==> config.mk <==
export PLATFORM = sky130hd
export DESIGN_NAME = session_slot_table_timeout_evict
export DESIGN_NICKNAME = d
export VERILOG_FILES = /design/src/hw/rtl/sesstab_pkg.sv /design/src/hw/rtl/session_slot_table_timeout_evict.sv
export SDC_FILE = /design/constraint.sdc
export NUM_CORES = 2
export LEC_CHECK = 0
export BUFFER_PORTS_ARGS = -buffer_cell sky130_fd_sc_hd__buf_4
export CAP_MARGIN = 20
export CORE_UTILIZATION = 30
export DETAILED_ROUTE_END_ITERATION = 8
export PLACE_DENSITY_LB_ADDON = 0.3
export SYNTH_ARGS = -nofsm -noshare
export SYNTH_HDL_FRONTEND = slang
export SYNTH_SLANG_ARGS = --single-unit
export TNS_END_PERCENT = 30
==> constraint.sdc <==
create_clock -name clk -period 12 [get_ports clk]
set_input_delay 1.8 -clock clk [delete_from_list [all_inputs] [get_ports clk]]
set_output_delay 1.8 -clock clk [all_outputs]
set_load 0.1 [all_outputs]
==> src/hw/rtl/sesstab_pkg.sv <==
// ----------------------------------------------------------------------------
// sesstab_pkg: shared types and constants of the session slot table
// widths, request and status codes, register indexes and the result record
// ----------------------------------------------------------------------------
package sesstab_pkg;

  // table geometry
  localparam int SESSION_SLOTS = 4;
  localparam int SLOT_W        = 2;
  localparam int CNT_W         = $clog2(SESSION_SLOTS + 1);

  // field widths
  localparam int REQ_W      = 3;
  localparam int HANDLE_W   = 64;
  localparam int OWNER_W    = 32;
  localparam int TIME_W     = 64;
  localparam int TIMEOUT_W  = 32;
  localparam int SHIFT_W    = 6;
  localparam int STATUS_W   = 3;
  localparam int CFG_IDX_W  = 1;
  localparam int CFG_DATA_W = 32;

  // register reset values: two minutes of idle age, tag at or above bit 32
  localparam logic [TIMEOUT_W-1:0] TIMEOUT_RESET = TIMEOUT_W'(120 * 1000);
  localparam logic [SHIFT_W-1:0]   SHIFT_RESET   = SHIFT_W'(32);

  // register indexes
  localparam logic [CFG_IDX_W-1:0] CFG_TIMEOUT   = 1'd0;
  localparam logic [CFG_IDX_W-1:0] CFG_TAG_SHIFT = 1'd1;

  // request codes
  localparam logic [REQ_W-1:0] REQ_CREATE     = 3'd0;
  localparam logic [REQ_W-1:0] REQ_ACQUIRE    = 3'd1;
  localparam logic [REQ_W-1:0] REQ_RELEASE    = 3'd2;
  localparam logic [REQ_W-1:0] REQ_DEL_HANDLE = 3'd3;
  localparam logic [REQ_W-1:0] REQ_DEL_OWNER  = 3'd4;

  // status codes
  localparam logic [STATUS_W-1:0] STAT_OK         = 3'd0;
  localparam logic [STATUS_W-1:0] STAT_BAD_HANDLE = 3'd1;
  localparam logic [STATUS_W-1:0] STAT_FULL       = 3'd2;
  localparam logic [STATUS_W-1:0] STAT_NOT_FOUND  = 3'd3;
  localparam logic [STATUS_W-1:0] STAT_BUSY       = 3'd4;
  localparam logic [STATUS_W-1:0] STAT_NOT_BUSY   = 3'd5;

  // sequencer states
  typedef enum logic [1:0] {
    S_IDLE,
    S_DISPATCH,
    S_SCAN,
    S_CREATE
  } state_t;

  // one result record
  typedef struct packed {
    logic [STATUS_W-1:0] status;
    logic [SLOT_W-1:0]   slot;
    logic                abort_valid;
    logic [HANDLE_W-1:0] abort_handle;
    logic                last;
  } result_t;

  // build a result record
  function automatic result_t make_res(input logic [STATUS_W-1:0] status,
                                       input logic [SLOT_W-1:0]   slot,
                                       input logic                abort_valid,
                                       input logic [HANDLE_W-1:0] abort_handle,
                                       input logic                last);
    result_t r;
    r.status       = status;
    r.slot         = slot;
    r.abort_valid  = abort_valid;
    r.abort_handle = abort_handle;
    r.last         = last;
    return r;
  endfunction

endpackage

==> src/hw/rtl/session_slot_table_timeout_evict.sv <==
// ----------------------------------------------------------------------------
// session_slot_table_timeout_evict: session table with timeout eviction
// four session slots kept in age order, scanned one slot per cycle unless the output
// stalls, by a shared compare unit (handle, owner and 65-bit timeout compare)
// ----------------------------------------------------------------------------
//
//  channel  | direction | handshake               | payload
//  ---------+-----------+-------------------------+------------------------------
//  in_      | input     | in_valid / in_stall     | req_type, handle, owner, time
//  out_     | output    | out_valid / out_stall   | status, slot, abort, last
//  cfg_     | input     | cfg_wr_en (no wait)     | cfg_index, cfg_wdata
//
// a request is captured in idle and dispatched, then the single compare unit walks
// the slots in age order (up to four); a closing result or a store step may follow.
// reset (rst_n low, synchronous) frees all slots and restores the registers.
// in_stall is high while a request is in work; the sequencer holds whenever
// the output register is full and stalled, so results are never dropped.
//
module session_slot_table_timeout_evict (
  input  logic                                  clk,
  input  logic                                  rst_n,
  // request channel
  input  logic                                  in_valid,
  output logic                                  in_stall,
  input  logic [sesstab_pkg::REQ_W-1:0]         in_req_type,
  input  logic [sesstab_pkg::HANDLE_W-1:0]      in_handle,
  input  logic [sesstab_pkg::OWNER_W-1:0]       in_owner_user,
  input  logic [sesstab_pkg::OWNER_W-1:0]       in_owner_uid,
  input  logic [sesstab_pkg::TIME_W-1:0]        in_now_ms,
  input  logic [sesstab_pkg::SLOT_W-1:0]        in_release_slot,
  // result channel
  output logic                                  out_valid,
  input  logic                                  out_stall,
  output logic [sesstab_pkg::STATUS_W-1:0]      out_status,
  output logic [sesstab_pkg::SLOT_W-1:0]        out_slot,
  output logic                                  out_abort_valid,
  output logic [sesstab_pkg::HANDLE_W-1:0]      out_abort_handle,
  output logic                                  out_last,
  // configuration port
  input  logic                                  cfg_wr_en,
  input  logic [sesstab_pkg::CFG_IDX_W-1:0]     cfg_index,
  input  logic [sesstab_pkg::CFG_DATA_W-1:0]    cfg_wdata
);

  import sesstab_pkg::*;

  // sequencer and registers
  state_t                 state_r, state_nxt;
  logic [TIMEOUT_W-1:0]   timeout_r;
  logic [SHIFT_W-1:0]     shift_r;

  // captured request
  logic [REQ_W-1:0]       req_r;
  logic [HANDLE_W-1:0]    handle_r;
  logic [OWNER_W-1:0]     user_r;
  logic [OWNER_W-1:0]     uid_r;
  logic [TIME_W-1:0]      now_r;
  logic [SLOT_W-1:0]      rel_r;
  logic                   hok_r;
  logic                   hok_in;

  // slot state
  logic [SESSION_SLOTS-1:0] valid_r;
  logic [SESSION_SLOTS-1:0] busy_r;
  logic [SLOT_W-1:0]        rank_r       [SESSION_SLOTS];
  logic [HANDLE_W-1:0]      ent_handle_r [SESSION_SLOTS];
  logic [OWNER_W-1:0]       ent_user_r   [SESSION_SLOTS];
  logic [OWNER_W-1:0]       ent_uid_r    [SESSION_SLOTS];
  logic [TIME_W-1:0]        ent_start_r  [SESSION_SLOTS];
  logic [CNT_W-1:0]         live_r;

  // scan bookkeeping
  logic [CNT_W-1:0]       cur_r;
  logic                   saw_busy_r;
  logic                   pend_valid_r;
  logic [SLOT_W-1:0]      pend_slot_r;
  logic [HANDLE_W-1:0]    pend_handle_r;
  logic                   ev_valid_r;
  logic [HANDLE_W-1:0]    ev_handle_r;

  // output register
  logic                   out_valid_r;
  result_t                out_r;

  // compare unit signals
  logic [SLOT_W-1:0]      scan_slot;
  logic [SLOT_W-1:0]      free_slot;
  logic [HANDLE_W-1:0]    s_handle;
  logic [OWNER_W-1:0]     s_user;
  logic [OWNER_W-1:0]     s_uid;
  logic [TIME_W-1:0]      s_start;
  logic                   s_busy;
  logic [TIME_W:0]        tmo_sum;
  logic                   own_eq;
  logic                   hdl_eq;
  logic                   timed_out;
  logic                   cr_hit;
  logic                   acq_match;
  logic                   own_hit;
  logic                   scan_end;
  logic                   live_full;
  logic                   rel_ok;
  logic                   out_space;

  // actions
  logic                   emit;
  result_t                emit_res;
  logic                   do_remove;
  logic                   do_create;
  logic                   do_acquire;
  logic                   do_release;
  logic                   cur_inc;
  logic                   scan_init;
  logic                   set_saw_busy;
  logic                   pend_load;
  logic                   ev_load;

  // handle tag check: any bit at or above the shift amount set
  always_comb begin
    hok_in = 1'b0;
    for (int i = 0; i < HANDLE_W; i++) begin
      if ((i >= int'(shift_r)) && in_handle[i]) begin
        hok_in = 1'b1;
      end
    end
  end

  // slot holding the current age rank
  always_comb begin
    scan_slot = '0;
    for (int s = 0; s < SESSION_SLOTS; s++) begin
      if (valid_r[s] && (rank_r[s] == cur_r[SLOT_W-1:0])) begin
        scan_slot = SLOT_W'(s);
      end
    end
  end

  // lowest free slot
  always_comb begin
    free_slot = '0;
    for (int s = SESSION_SLOTS - 1; s >= 0; s--) begin
      if (!valid_r[s]) begin
        free_slot = SLOT_W'(s);
      end
    end
  end

  // shared compare unit on the scanned slot
  assign s_handle  = ent_handle_r[scan_slot];
  assign s_user    = ent_user_r[scan_slot];
  assign s_uid     = ent_uid_r[scan_slot];
  assign s_start   = ent_start_r[scan_slot];
  assign s_busy    = busy_r[scan_slot];
  assign own_eq    = (s_user == user_r) && (s_uid == uid_r);
  assign hdl_eq    = (s_handle == handle_r);
  assign tmo_sum   = {1'b0, s_start} + {{(TIME_W + 1 - TIMEOUT_W){1'b0}}, timeout_r};
  assign timed_out = (tmo_sum < {1'b0, now_r});

  assign cr_hit    = !s_busy && (own_eq || timed_out);
  assign acq_match = hdl_eq && own_eq;
  assign own_hit   = !s_busy && own_eq;
  assign scan_end  = !(cur_r < live_r);
  assign live_full = (live_r >= CNT_W'(SESSION_SLOTS));
  assign rel_ok    = ({1'b0, rel_r} < CNT_W'(SESSION_SLOTS)) && valid_r[rel_r];
  assign out_space = !out_valid_r || !out_stall;

  // next state
  always_comb begin
    state_nxt = state_r;
    unique case (state_r)
      S_IDLE: begin
        if (in_valid) state_nxt = S_DISPATCH;
      end
      S_DISPATCH: begin
        if (out_space) begin
          case (req_r) inside
            REQ_CREATE: begin
              if (!hok_r)         state_nxt = S_IDLE;
              else if (live_full) state_nxt = S_SCAN;
              else                state_nxt = S_CREATE;
            end
            REQ_ACQUIRE, REQ_DEL_HANDLE: begin
              state_nxt = hok_r ? S_SCAN : S_IDLE;
            end
            REQ_DEL_OWNER: state_nxt = S_SCAN;
            default:       state_nxt = S_IDLE;
          endcase
        end
      end
      S_SCAN: begin
        if (out_space) begin
          if (scan_end) begin
            state_nxt = S_IDLE;
          end else begin
            case (req_r)
              REQ_CREATE:     if (cr_hit) state_nxt = S_CREATE;
              REQ_ACQUIRE:    if (acq_match && !s_busy) state_nxt = S_IDLE;
              REQ_DEL_HANDLE: if (hdl_eq) state_nxt = S_IDLE;
              default:        state_nxt = state_r;
            endcase
          end
        end
      end
      S_CREATE: begin
        if (out_space) state_nxt = S_IDLE;
      end
      default: state_nxt = S_IDLE;
    endcase
  end

  // sequencer actions and result selection
  always_comb begin
    emit         = 1'b0;
    emit_res     = make_res(STAT_OK, '0, 1'b0, '0, 1'b1);
    do_remove    = 1'b0;
    do_create    = 1'b0;
    do_acquire   = 1'b0;
    do_release   = 1'b0;
    cur_inc      = 1'b0;
    scan_init    = 1'b0;
    set_saw_busy = 1'b0;
    pend_load    = 1'b0;
    ev_load      = 1'b0;
    unique case (state_r)
      S_IDLE: begin
        emit = 1'b0;
      end
      S_DISPATCH: begin
        if (out_space) begin
          scan_init = 1'b1;
          case (req_r) inside
            REQ_CREATE, REQ_ACQUIRE, REQ_DEL_HANDLE: begin
              if (!hok_r) begin
                emit     = 1'b1;
                emit_res = make_res(STAT_BAD_HANDLE, '0, 1'b0, '0, 1'b1);
              end
            end
            REQ_RELEASE: begin
              emit = 1'b1;
              if (!rel_ok) begin
                emit_res = make_res(STAT_NOT_FOUND, '0, 1'b0, '0, 1'b1);
              end else if (!busy_r[rel_r]) begin
                emit_res = make_res(STAT_NOT_BUSY, rel_r, 1'b0, '0, 1'b1);
              end else begin
                do_release = 1'b1;
                emit_res   = make_res(STAT_OK, rel_r, 1'b0, '0, 1'b1);
              end
            end
            REQ_DEL_OWNER: begin
              emit = 1'b0;
            end
            default: begin
              emit     = 1'b1;
              emit_res = make_res(STAT_NOT_FOUND, '0, 1'b0, '0, 1'b1);
            end
          endcase
        end
      end
      S_SCAN: begin
        if (out_space) begin
          if (scan_end) begin
            // closing result of the walk
            emit = 1'b1;
            case (req_r)
              REQ_CREATE:  emit_res = make_res(STAT_FULL, '0, 1'b0, '0, 1'b1);
              REQ_ACQUIRE: emit_res = make_res(saw_busy_r ? STAT_BUSY : STAT_NOT_FOUND,
                                               '0, 1'b0, '0, 1'b1);
              REQ_DEL_OWNER: begin
                if (pend_valid_r) begin
                  emit_res = make_res(STAT_OK, pend_slot_r, 1'b1, pend_handle_r, 1'b1);
                end else begin
                  emit_res = make_res(STAT_NOT_FOUND, '0, 1'b0, '0, 1'b1);
                end
              end
              default: emit_res = make_res(STAT_NOT_FOUND, '0, 1'b0, '0, 1'b1);
            endcase
          end else begin
            case (req_r)
              REQ_CREATE: begin
                if (cr_hit) begin
                  do_remove = 1'b1;
                  ev_load   = 1'b1;
                end else begin
                  cur_inc = 1'b1;
                end
              end
              REQ_ACQUIRE: begin
                if (acq_match && s_busy) begin
                  set_saw_busy = 1'b1;
                  cur_inc      = 1'b1;
                end else if (acq_match) begin
                  do_acquire = 1'b1;
                  emit       = 1'b1;
                  emit_res   = make_res(STAT_OK, scan_slot, 1'b0, '0, 1'b1);
                end else begin
                  cur_inc = 1'b1;
                end
              end
              REQ_DEL_HANDLE: begin
                if (hdl_eq && s_busy) begin
                  emit     = 1'b1;
                  emit_res = make_res(STAT_BUSY, '0, 1'b0, '0, 1'b1);
                end else if (hdl_eq) begin
                  do_remove = 1'b1;
                  emit      = 1'b1;
                  emit_res  = make_res(STAT_OK, scan_slot, 1'b0, '0, 1'b1);
                end else begin
                  cur_inc = 1'b1;
                end
              end
              REQ_DEL_OWNER: begin
                // hold the newest eviction back until it is known to be final
                if (own_hit) begin
                  do_remove = 1'b1;
                  pend_load = 1'b1;
                  if (pend_valid_r) begin
                    emit     = 1'b1;
                    emit_res = make_res(STAT_OK, pend_slot_r, 1'b1, pend_handle_r, 1'b0);
                  end
                end else begin
                  cur_inc = 1'b1;
                end
              end
              default: cur_inc = 1'b1;
            endcase
          end
        end
      end
      S_CREATE: begin
        if (out_space) begin
          do_create = 1'b1;
          emit      = 1'b1;
          emit_res  = make_res(STAT_OK, free_slot, ev_valid_r, ev_handle_r, 1'b1);
        end
      end
      default: emit = 1'b0;
    endcase
  end

  // state and configuration registers
  always_ff @(posedge clk) begin
    if (!rst_n) begin
      state_r   <= S_IDLE;
      timeout_r <= TIMEOUT_RESET;
      shift_r   <= SHIFT_RESET;
    end else begin
      state_r <= state_nxt;
      if (cfg_wr_en) begin
        unique case (cfg_index)
          CFG_TIMEOUT:   timeout_r <= cfg_wdata[TIMEOUT_W-1:0];
          CFG_TAG_SHIFT: shift_r   <= cfg_wdata[SHIFT_W-1:0];
          default:       shift_r   <= shift_r;
        endcase
      end
    end
  end

  // request capture on input transfer
  always_ff @(posedge clk) begin
    if ((state_r == S_IDLE) && in_valid) begin
      req_r    <= in_req_type;
      handle_r <= in_handle;
      user_r   <= in_owner_user;
      uid_r    <= in_owner_uid;
      now_r    <= in_now_ms;
      rel_r    <= in_release_slot;
      hok_r    <= hok_in;
    end
  end

  // slot flags, age ranks and live count
  always_ff @(posedge clk) begin
    if (!rst_n) begin
      valid_r <= '0;
      busy_r  <= '0;
      live_r  <= '0;
      for (int s = 0; s < SESSION_SLOTS; s++) begin
        rank_r[s] <= '0;
      end
    end else begin
      if (do_remove) begin
        for (int s = 0; s < SESSION_SLOTS; s++) begin
          if (valid_r[s] && (rank_r[s] > rank_r[scan_slot])) begin
            rank_r[s] <= rank_r[s] - SLOT_W'(1);
          end
        end
        valid_r[scan_slot] <= 1'b0;
        busy_r[scan_slot]  <= 1'b0;
        rank_r[scan_slot]  <= '0;
        live_r             <= live_r - CNT_W'(1);
      end
      if (do_create) begin
        valid_r[free_slot] <= 1'b1;
        busy_r[free_slot]  <= 1'b0;
        rank_r[free_slot]  <= live_r[SLOT_W-1:0];
        live_r             <= live_r + CNT_W'(1);
      end
      if (do_acquire) busy_r[scan_slot] <= 1'b1;
      if (do_release) busy_r[rel_r]     <= 1'b0;
    end
  end

  // entry payload written on create
  always_ff @(posedge clk) begin
    if (do_create) begin
      ent_handle_r[free_slot] <= handle_r;
      ent_user_r[free_slot]   <= user_r;
      ent_uid_r[free_slot]    <= uid_r;
      ent_start_r[free_slot]  <= now_r;
    end
  end

  // scan cursor and walk flags
  always_ff @(posedge clk) begin
    if (!rst_n) begin
      cur_r        <= '0;
      saw_busy_r   <= 1'b0;
      pend_valid_r <= 1'b0;
      ev_valid_r   <= 1'b0;
    end else if (scan_init) begin
      cur_r        <= '0;
      saw_busy_r   <= 1'b0;
      pend_valid_r <= 1'b0;
      ev_valid_r   <= 1'b0;
    end else begin
      if (cur_inc)      cur_r        <= cur_r + CNT_W'(1);
      if (set_saw_busy) saw_busy_r   <= 1'b1;
      if (pend_load)    pend_valid_r <= 1'b1;
      if (ev_load)      ev_valid_r   <= 1'b1;
    end
  end

  // walk payload: pending owner eviction and create eviction handle
  always_ff @(posedge clk) begin
    if (scan_init) begin
      ev_handle_r <= '0;
    end else if (ev_load) begin
      ev_handle_r <= s_handle;
    end
    if (pend_load) begin
      pend_slot_r   <= scan_slot;
      pend_handle_r <= s_handle;
    end
  end

  // output register
  always_ff @(posedge clk) begin
    if (!rst_n) begin
      out_valid_r <= 1'b0;
    end else if (emit) begin
      out_valid_r <= 1'b1;
    end else if (!out_stall) begin
      out_valid_r <= 1'b0;
    end
  end

  always_ff @(posedge clk) begin
    if (emit) out_r <= emit_res;
  end

  // ports
  assign in_stall         = (state_r != S_IDLE);
  assign out_valid        = out_valid_r;
  assign out_status       = out_r.status;
  assign out_slot         = out_r.slot;
  assign out_abort_valid  = out_r.abort_valid;
  assign out_abort_handle = out_r.abort_handle;
  assign out_last         = out_r.last;

endmodule

# After elaboration in Yosys (flattened, before gate mapping)
# Memory sizes are Yosys's and may differ from the RTL's.
# Cells that the tools add are included.
[word_totals]
register_bits = 457
latch_bits = 0
input_bits = 235
word_cells = 410
memories = 5
ramBits = 776
mem_bits_ro = 0
output_inout_bits = 73
[memory_table]
columns = ["name", "depth", "word_bits", "read_ports", "rd_ports_with_merged_regs", "write_ports", "line", "text"]
rows = [
  ["ent_handle_r", 4, 64, 1, 0, 1, "session_slot_table_timeout_evict.sv:66", "logic [HANDLE_W-1:0] ent_handle_r [SESSION_SLOTS];"],
  ["ent_start_r", 4, 64, 1, 0, 1, "session_slot_table_timeout_evict.sv:69", "logic [TIME_W-1:0] ent_start_r [SESSION_SLOTS];"],
  ["ent_uid_r", 4, 32, 1, 0, 1, "session_slot_table_timeout_evict.sv:68", "logic [OWNER_W-1:0] ent_uid_r [SESSION_SLOTS];"],
  ["ent_user_r", 4, 32, 1, 0, 1, "session_slot_table_timeout_evict.sv:67", "logic [OWNER_W-1:0] ent_user_r [SESSION_SLOTS];"],
  ["rank_r", 4, 2, 5, 0, 5, "session_slot_table_timeout_evict.sv:65", "logic [SLOT_W-1:0] rank_r [SESSION_SLOTS];"],
]
[classes]
mul = 0
eq_ne = 22
n_div = 0
muxes = 160
magnitude_cmp = 76
n_bitwise = 15
shift = 0
n_reduce_logical = 98
add_sub_neg = 8
[ops]
columns = ["op", "count"]
rows = [
  ["$pmux W71 S3", 3],
  ["$mux W71", 8],
  ["$mux W68", 6],
  ["$ge A6 B6 Y1 const A", 31],
  ["$mux W70", 2],
  ["$ge A5 B6 Y1 const A", 16],
  ["$mux W1", 90],
  ["$logic_and A1 B1 Y1", 81],
  ["$mux W69", 1],
  ["$add A64 B32 Y65", 1],
  ["$lt A65 B64 Y1", 1],
  ["$eq A32 B32 Y1", 2],
  ["$eq A64 B64 Y1", 1],
  ["$reduce_or A63 Y1", 1],
  ["$mux W2", 25],
  ["$ge A4 B6 Y1 const A", 8],
  ["$mux W4", 10],
  ["$ge A3 B6 Y1 const A", 4],
  ["$and A4 B4 Y4", 4],
  ["$ge A1 B6 Y1 const A", 2],
  ["$ge A2 B6 Y1 const A", 2],
  ["$ne A4 B4 Y1 const B", 3],
  ["$not A4 Y4", 3],
  ["$lt A2 B3 Y1 const B", 3],
  ["35 further kinds", 71],
]

# Logic depth before layout (Yosys ltp)
# An unclocked memory read counts as a cell.
[depth]
word_depth = 26
mapped_depth = 43
depth_no_buf = 33

# Worst setup path before layout
# OpenSTA, ideal clock, no wires.
[synth_timing]
kind = "register to register"
from = "memory rank_r[2][0]"
to = "register pend_handle_r[0] (enable)"
arrival_ps = 7534
path_stages_with_launch = 16
setup_time_ps = 574
slack_ps = 3892
period_less_slack_ps = 8108
t_required_ps = 11426
path_buffers = 5
path_cell_list = "edfxtp_1 -> clkbuf_2 -> xnor2_2 -> nand3_2 -> buf_4 -> clkbuf_1 -> clkbuf_1 -> nor2_1 -> o31ai_1 -> xnor2_1 -> nand4_1 -> nor4_1 -> nand4_1 -> or2_0 -> clkbuf_1 -> nor3_1"
[synth_lines]
columns = ["item", "line", "text"]
rows = [
  ["from (decl)", "session_slot_table_timeout_evict.sv:65", ""],
  ["to (signal assigned)", "session_slot_table_timeout_evict.sv:442", "pend_handle_r <= s_handle;"],
  ["to (decl)", "session_slot_table_timeout_evict.sv:77", "logic [HANDLE_W-1:0] pend_handle_r;"],
]

# Worst setup path in the final report
[layout_timing]
from = "register cur_r[0]"
to = "register ev_handle_r[27]"
[layout_via]
elab_chain_cells = 15
elab_cells_between_ends = 29
classes_between = "1 x add/sub; 2 x order compare; 5 x eq/ne; 10 x mux; 7 x reduce/logical; 4 x memory"
[layout_rtl]
columns = ["item", "line", "text"]
rows = [
  ["from (decl)", "session_slot_table_timeout_evict.sv:73", "logic [CNT_W-1:0] cur_r;"],
  ["from (signal assigned)", "session_slot_table_timeout_evict.sv:426", "if (cur_inc) cur_r <= cur_r + CNT_W'(1);"],
  ["$eq A2 B2 Y1", "session_slot_table_timeout_evict.sv:132", "if (valid_r[s] && (rank_r[s] == cur_r[SLOT_W-1:0])) begin"],
  ["$logic_and A1 B1 Y1", "session_slot_table_timeout_evict.sv:132", ""],
  ["$mux W1", "session_slot_table_timeout_evict.sv:132", ""],
  ["$mux W2 (2 in a row)", "session_slot_table_timeout_evict.sv:132", ""],
  ["$mem_v2 Z4 W64 (tied with other cells)", "-", ""],
  ["$add A64 B32 Y65 / $eq A32 B32 Y1 (equally long branches)", "session_slot_table_timeout_evict.sv:156, session_slot_table_timeout_evict.sv:154", ""],
  ["$lt A65 B64 Y1 / $logic_and A1 B1 Y1 (equally long branches)", "session_slot_table_timeout_evict.sv:157, session_slot_table_timeout_evict.sv:154", ""],
  ["$logic_or A1 B1 Y1", "session_slot_table_timeout_evict.sv:159", "assign cr_hit = !s_busy && (own_eq || timed_out);"],
  ["$logic_and A1 B1 Y1", "session_slot_table_timeout_evict.sv:159", ""],
  ["$mux W1", "session_slot_table_timeout_evict.sv:280", "if (cr_hit) begin"],
  ["$mux W1", "session_slot_table_timeout_evict.sv:278", "case (req_r)"],
  ["$mux W1", "session_slot_table_timeout_evict.sv:261", "if (scan_end) begin"],
  ["$mux W1", "session_slot_table_timeout_evict.sv:260", "if (out_space) begin"],
  ["$mux W1", "session_slot_table_timeout_evict.sv:224", "unique case (state_r)"],
  ["to (signal assigned)", "session_slot_table_timeout_evict.sv:438", "ev_handle_r <= s_handle;"],
  ["to (decl)", "session_slot_table_timeout_evict.sv:79", "logic [HANDLE_W-1:0] ev_handle_r;"],
]
# Parallel ways exist; a longest one is shown, timed or not. The select of a mux whose other input is x is not followed.
# A chain may end at the register's enable or synchronous reset.

==> results.md <==
* Outcome: finished clean
* Setup Skew at 0.06206 ns
* Share of layout cells above drive strength 1 at 14.66%
* Die Y at 422.5 um
* CTS tree: built
* Maximum operating frequency at 97.70 MHz
* Startpoint Class: flip-flop
* Global-route wire length before repair at 234.4 mm
* Setup slack, reg-to-reg at 1.76 ns
* Worst-path clk slew at 0.06 ns
* # DRC at 0
* Max-slew violation total from the final report at 0
* GPL Wtd Cong at 0.8715
* Final setup vio count at 0
* Sw Ratio at 22.94%
* IO Pins at 308
* Clock Latency Late Sink at 0.80 ns
* Synth top area share at 62.88%
* Hold buffer count at CTS at 0
* Die extent in x at 422.5 um
* Max stage delay on crit path at 0.72 ns
* Mapped Cells at 3942
* Fill cells at 16873
* Die Area at 178500 um^2
* Comb pwr share at 4.5%
* Initial Util at 30.36%
* Synth top area cells: edfxtp_1, dfxtp_1, ha_1, nand2_1, xnor2_1
* Total grt overflow at 0
* Post-layout power at 9.581 mW
* Reg area at 35810 um^2
* Register share of total power at 50.9%
* Switch Pwr at 2.198 mW
* Num CTS Buffers at 138
* Nets at 4570
* Remaining antenna violation count after routing at 0
* Warnings, synthesis at 0
* Worst EP required at 12.64 ns
* Min Clock Period, post-route at 10.24 ns
* Cell internal pwr at 7.383 mW
* Final WL at 161.6 mm
* Worst rel slew slack at 27.11%
* Postcts setup bufs at 0
* DR pass1 iterations at 5
* Post-synth net total at 4292
* Multi-input logic area at 15630 um^2
* Area of the mapped netlist at 53060 um^2
* Largest net degree at the start of global routing at 124
* Kind of cell adding the most delay to the critical path: compound AO/OA/AOI/OAI gates
* Starting DRT DRC Count at 3298
* Critical Path End Type: flip-flop
* Most used cell, CP: a21oi_1
* Register bit count reported by yosys at 1233
* Core area at 174800 um^2
* LEAKAGE at 21.13 nW
* # rows at 153
* Worst path slowest cell: nand2_1
* Number of unique standard cell types used by synthesis at 100
* Vias/cell at 5.170
* Hold Fails Final Rpt at 0
* Post-synth EDFFs at 1111
* Slew @ Worst Pin at 1.082 ns
* CTS max path bufs at 3
* Max-Cap Viols at 0
* Area grow syn2layout at 17.73%
* Wire per inst at 24.22 um
* Critical Path AT at 10.87 ns
* Synth Flop Type: edfxtp_1
* Initial antenna violation count at 26
* GRT Util Overall at 17.74%
* Register area share after synthesis at 67.48%
* Min Hold Slack at 0.4649 ns
* IO buf count at 307
* Hold Crit Class: reg -> reg
* CP Class: reg -> reg
* RSZ-0062 raised after global routing: no
* PD cells at 153.4 nW/um^2
* Vias in the first global route at 33623
* Period utilization at 85.30%
* Number of gates resized after CTS at 0
* Buf+Inv Stages, Crit Path at 3
* Avg Cell Area, Syn at 13.46 um^2
* Max VDD drop at 135.8 uV
* Clock sink total at 1233
* Setup TNS at 0 ns
* Vias at 34492
* CP max FO at 39
* Synth area leader: edfxtp_1
* Root Buffer: clkbuf_16
* Async S/R FF share, synth at 0%
* H-tree depth at 4
* DPL Wire Length at 102.0 mm
* Clk pwr share at 44.6%
worst reg2reg max path: cells and delay by family (launching register included):
| kind | cells | cell delay [ns] |
|---|---|---|
| compound gates | 17 | 5.32 |
| simple gates | 8 | 2.24 |
| buf+inv | 3 | 1.04 |
| fa+ha+maj | 2 | 0.60 |
| flops | 1 | 0.30 |
| xor+xnor | 2 | 0.29 |
| mux | 1 | 0.28 |
state kept, by name (all words and copies together), names as in the netlist, 64 cells and up:
| name | flops |
|---|---|
| out_abort_handle | 64 |
| handle_r | 64 |
| ent_handle_r | 256 |
| pend_handle_r | 64 |
| ent_user_r | 128 |
| now_r | 64 |
| ent_uid_r | 128 |
| ev_handle_r | 64 |
| ent_start_r | 256 |
metal layers:
metal	vias up	track usage (%)	part of all wire [%]
li1	15759	-	-
met5	-	0	0.017
met2	1121	29.77	49
met3	238	2.523	5.3
met1	17370	23.20	43
met4	4	6.504	3.2
kinds of logic (layout without fill, tap and decap cells):
kind of cell,after synthesis,in the layout,synth area share (%)
DFF,1233,1233,67.48
adders and majority gates,118,118,2.797
and+or+nand+nor,1000,1000,9.091
buffers and inverters,389,785,3.318
xor gates and xnor gates,185,185,3.266
muxes,65,65,1.255
AOI/OAI and AO/OA,952,952,12.79
other,0,9,0
stage by stage:
| step | utilization (%) | area (um^2) | cells | setup slack (ns) |
|---|---|---|---|---|
| floorplan | - | 53060 | 3942 | 3.892 |
| global placement | 33.08 | 57820 | 6405 | 1.908 |
| detailed placement | 33.08 | 57820 | 6405 | 1.610 |
| CTS | 35.73 | 62440 | 6663 | 1.552 |
| global route | 35.74 | 62460 | 6670 | 0.8466 |
| finish | 35.74 | 62460 | 6672 | 1.764 |
synth_stat cells, types with 9 or more instances:
cell type / count
a221o_1: 9
nor4_1: 28
a21o_1: 50
o31a_1: 31
a2bb2oi_1: 13
nand2_1: 336
o2111ai_1: 10
nor3_1: 80
nand4_1: 83
and3_1: 18
o2bb2ai_1: 30
a311oi_1: 66
ha_1: 113
xor2_1: 34
nor2b_1: 15
buf_4: 22
and4_1: 31
o21ai_0: 122
o22ai_1: 58
mux2i_1: 62
a22oi_1: 22
nand3_1: 59
inv_1: 153
and2_1: 22
xnor2_1: 139
o311ai_0: 22
buf_6: 17
a311o_1: 10
o31ai_1: 40
edfxtp_1: 1111
a31oi_1: 27
a211oi_1: 70
nor2_1: 245
buf_1: 16
o211ai_1: 12
clkbuf_1: 114
nand2b_1: 31
dfxtp_1: 122
a22o_1: 66
buf_2: 62
o21bai_1: 9
a21oi_1: 193
a221oi_1: 16
path summary, 6_finish.rpt:
kind	from	cells after the start	endpoint
worst max-delay path	cur_r[0]	33	ev_handle_r[27]
worst min register to register	timeout_r[4]	2	timeout_r[4]
worst min-delay path	timeout_r[4]	2	timeout_r[4]
worst max register to register	cur_r[0]	33	ev_handle_r[27]
cell usage in the layout, fill, tap and decap left out, drive strengths merged, types with 13 or more instances in the layout:
cell type,count
mux2i,62
nand2,336
and4,31
nor2b,15
a2bb2oi,13
nor3,84
o22ai,58
o2bb2ai,30
ha,113
a22oi,22
buf,371
o31a,31
o31ai,41
a221oi,17
dfxtp,122
nor2,245
a31oi,27
nand2b,31
a22o,66
clkbuf,187
xor2,40
clkinv,48
edfxtp,1111
a21o,50
a311oi,66
a21oi,194
nand3,61
xnor2,145
and2,26
and3,18
o311ai,24
inv,163
nand4,84
a211oi,72
o21ai,124
nor4,29
power groups by stage:
stage               combinational (mW)  sequential [mW]  clock, mW
floorplan                        0.209             4.96          0
detailed placement               0.432             4.97          0
finish                           0.429             4.88       4.27
CTS                              0.434             4.88       4.37
global placement                 0.429             4.96          0
global route                     0.464             4.89       4.52
final cells by class:
cell class | instances | area share [%]
well taps | 2325 | 4.657
flip-flops and latches | 1233 | 57.33
repair buffers | 371 | 4.579
multi-input cells | 2320 | 25.02
clock inverters | 71 | 1.456
inverters | 156 | 0.9855
diodes | 9 | 0.03606
clock buffers | 187 | 5.935
Power figures use the tool's default switching activity.
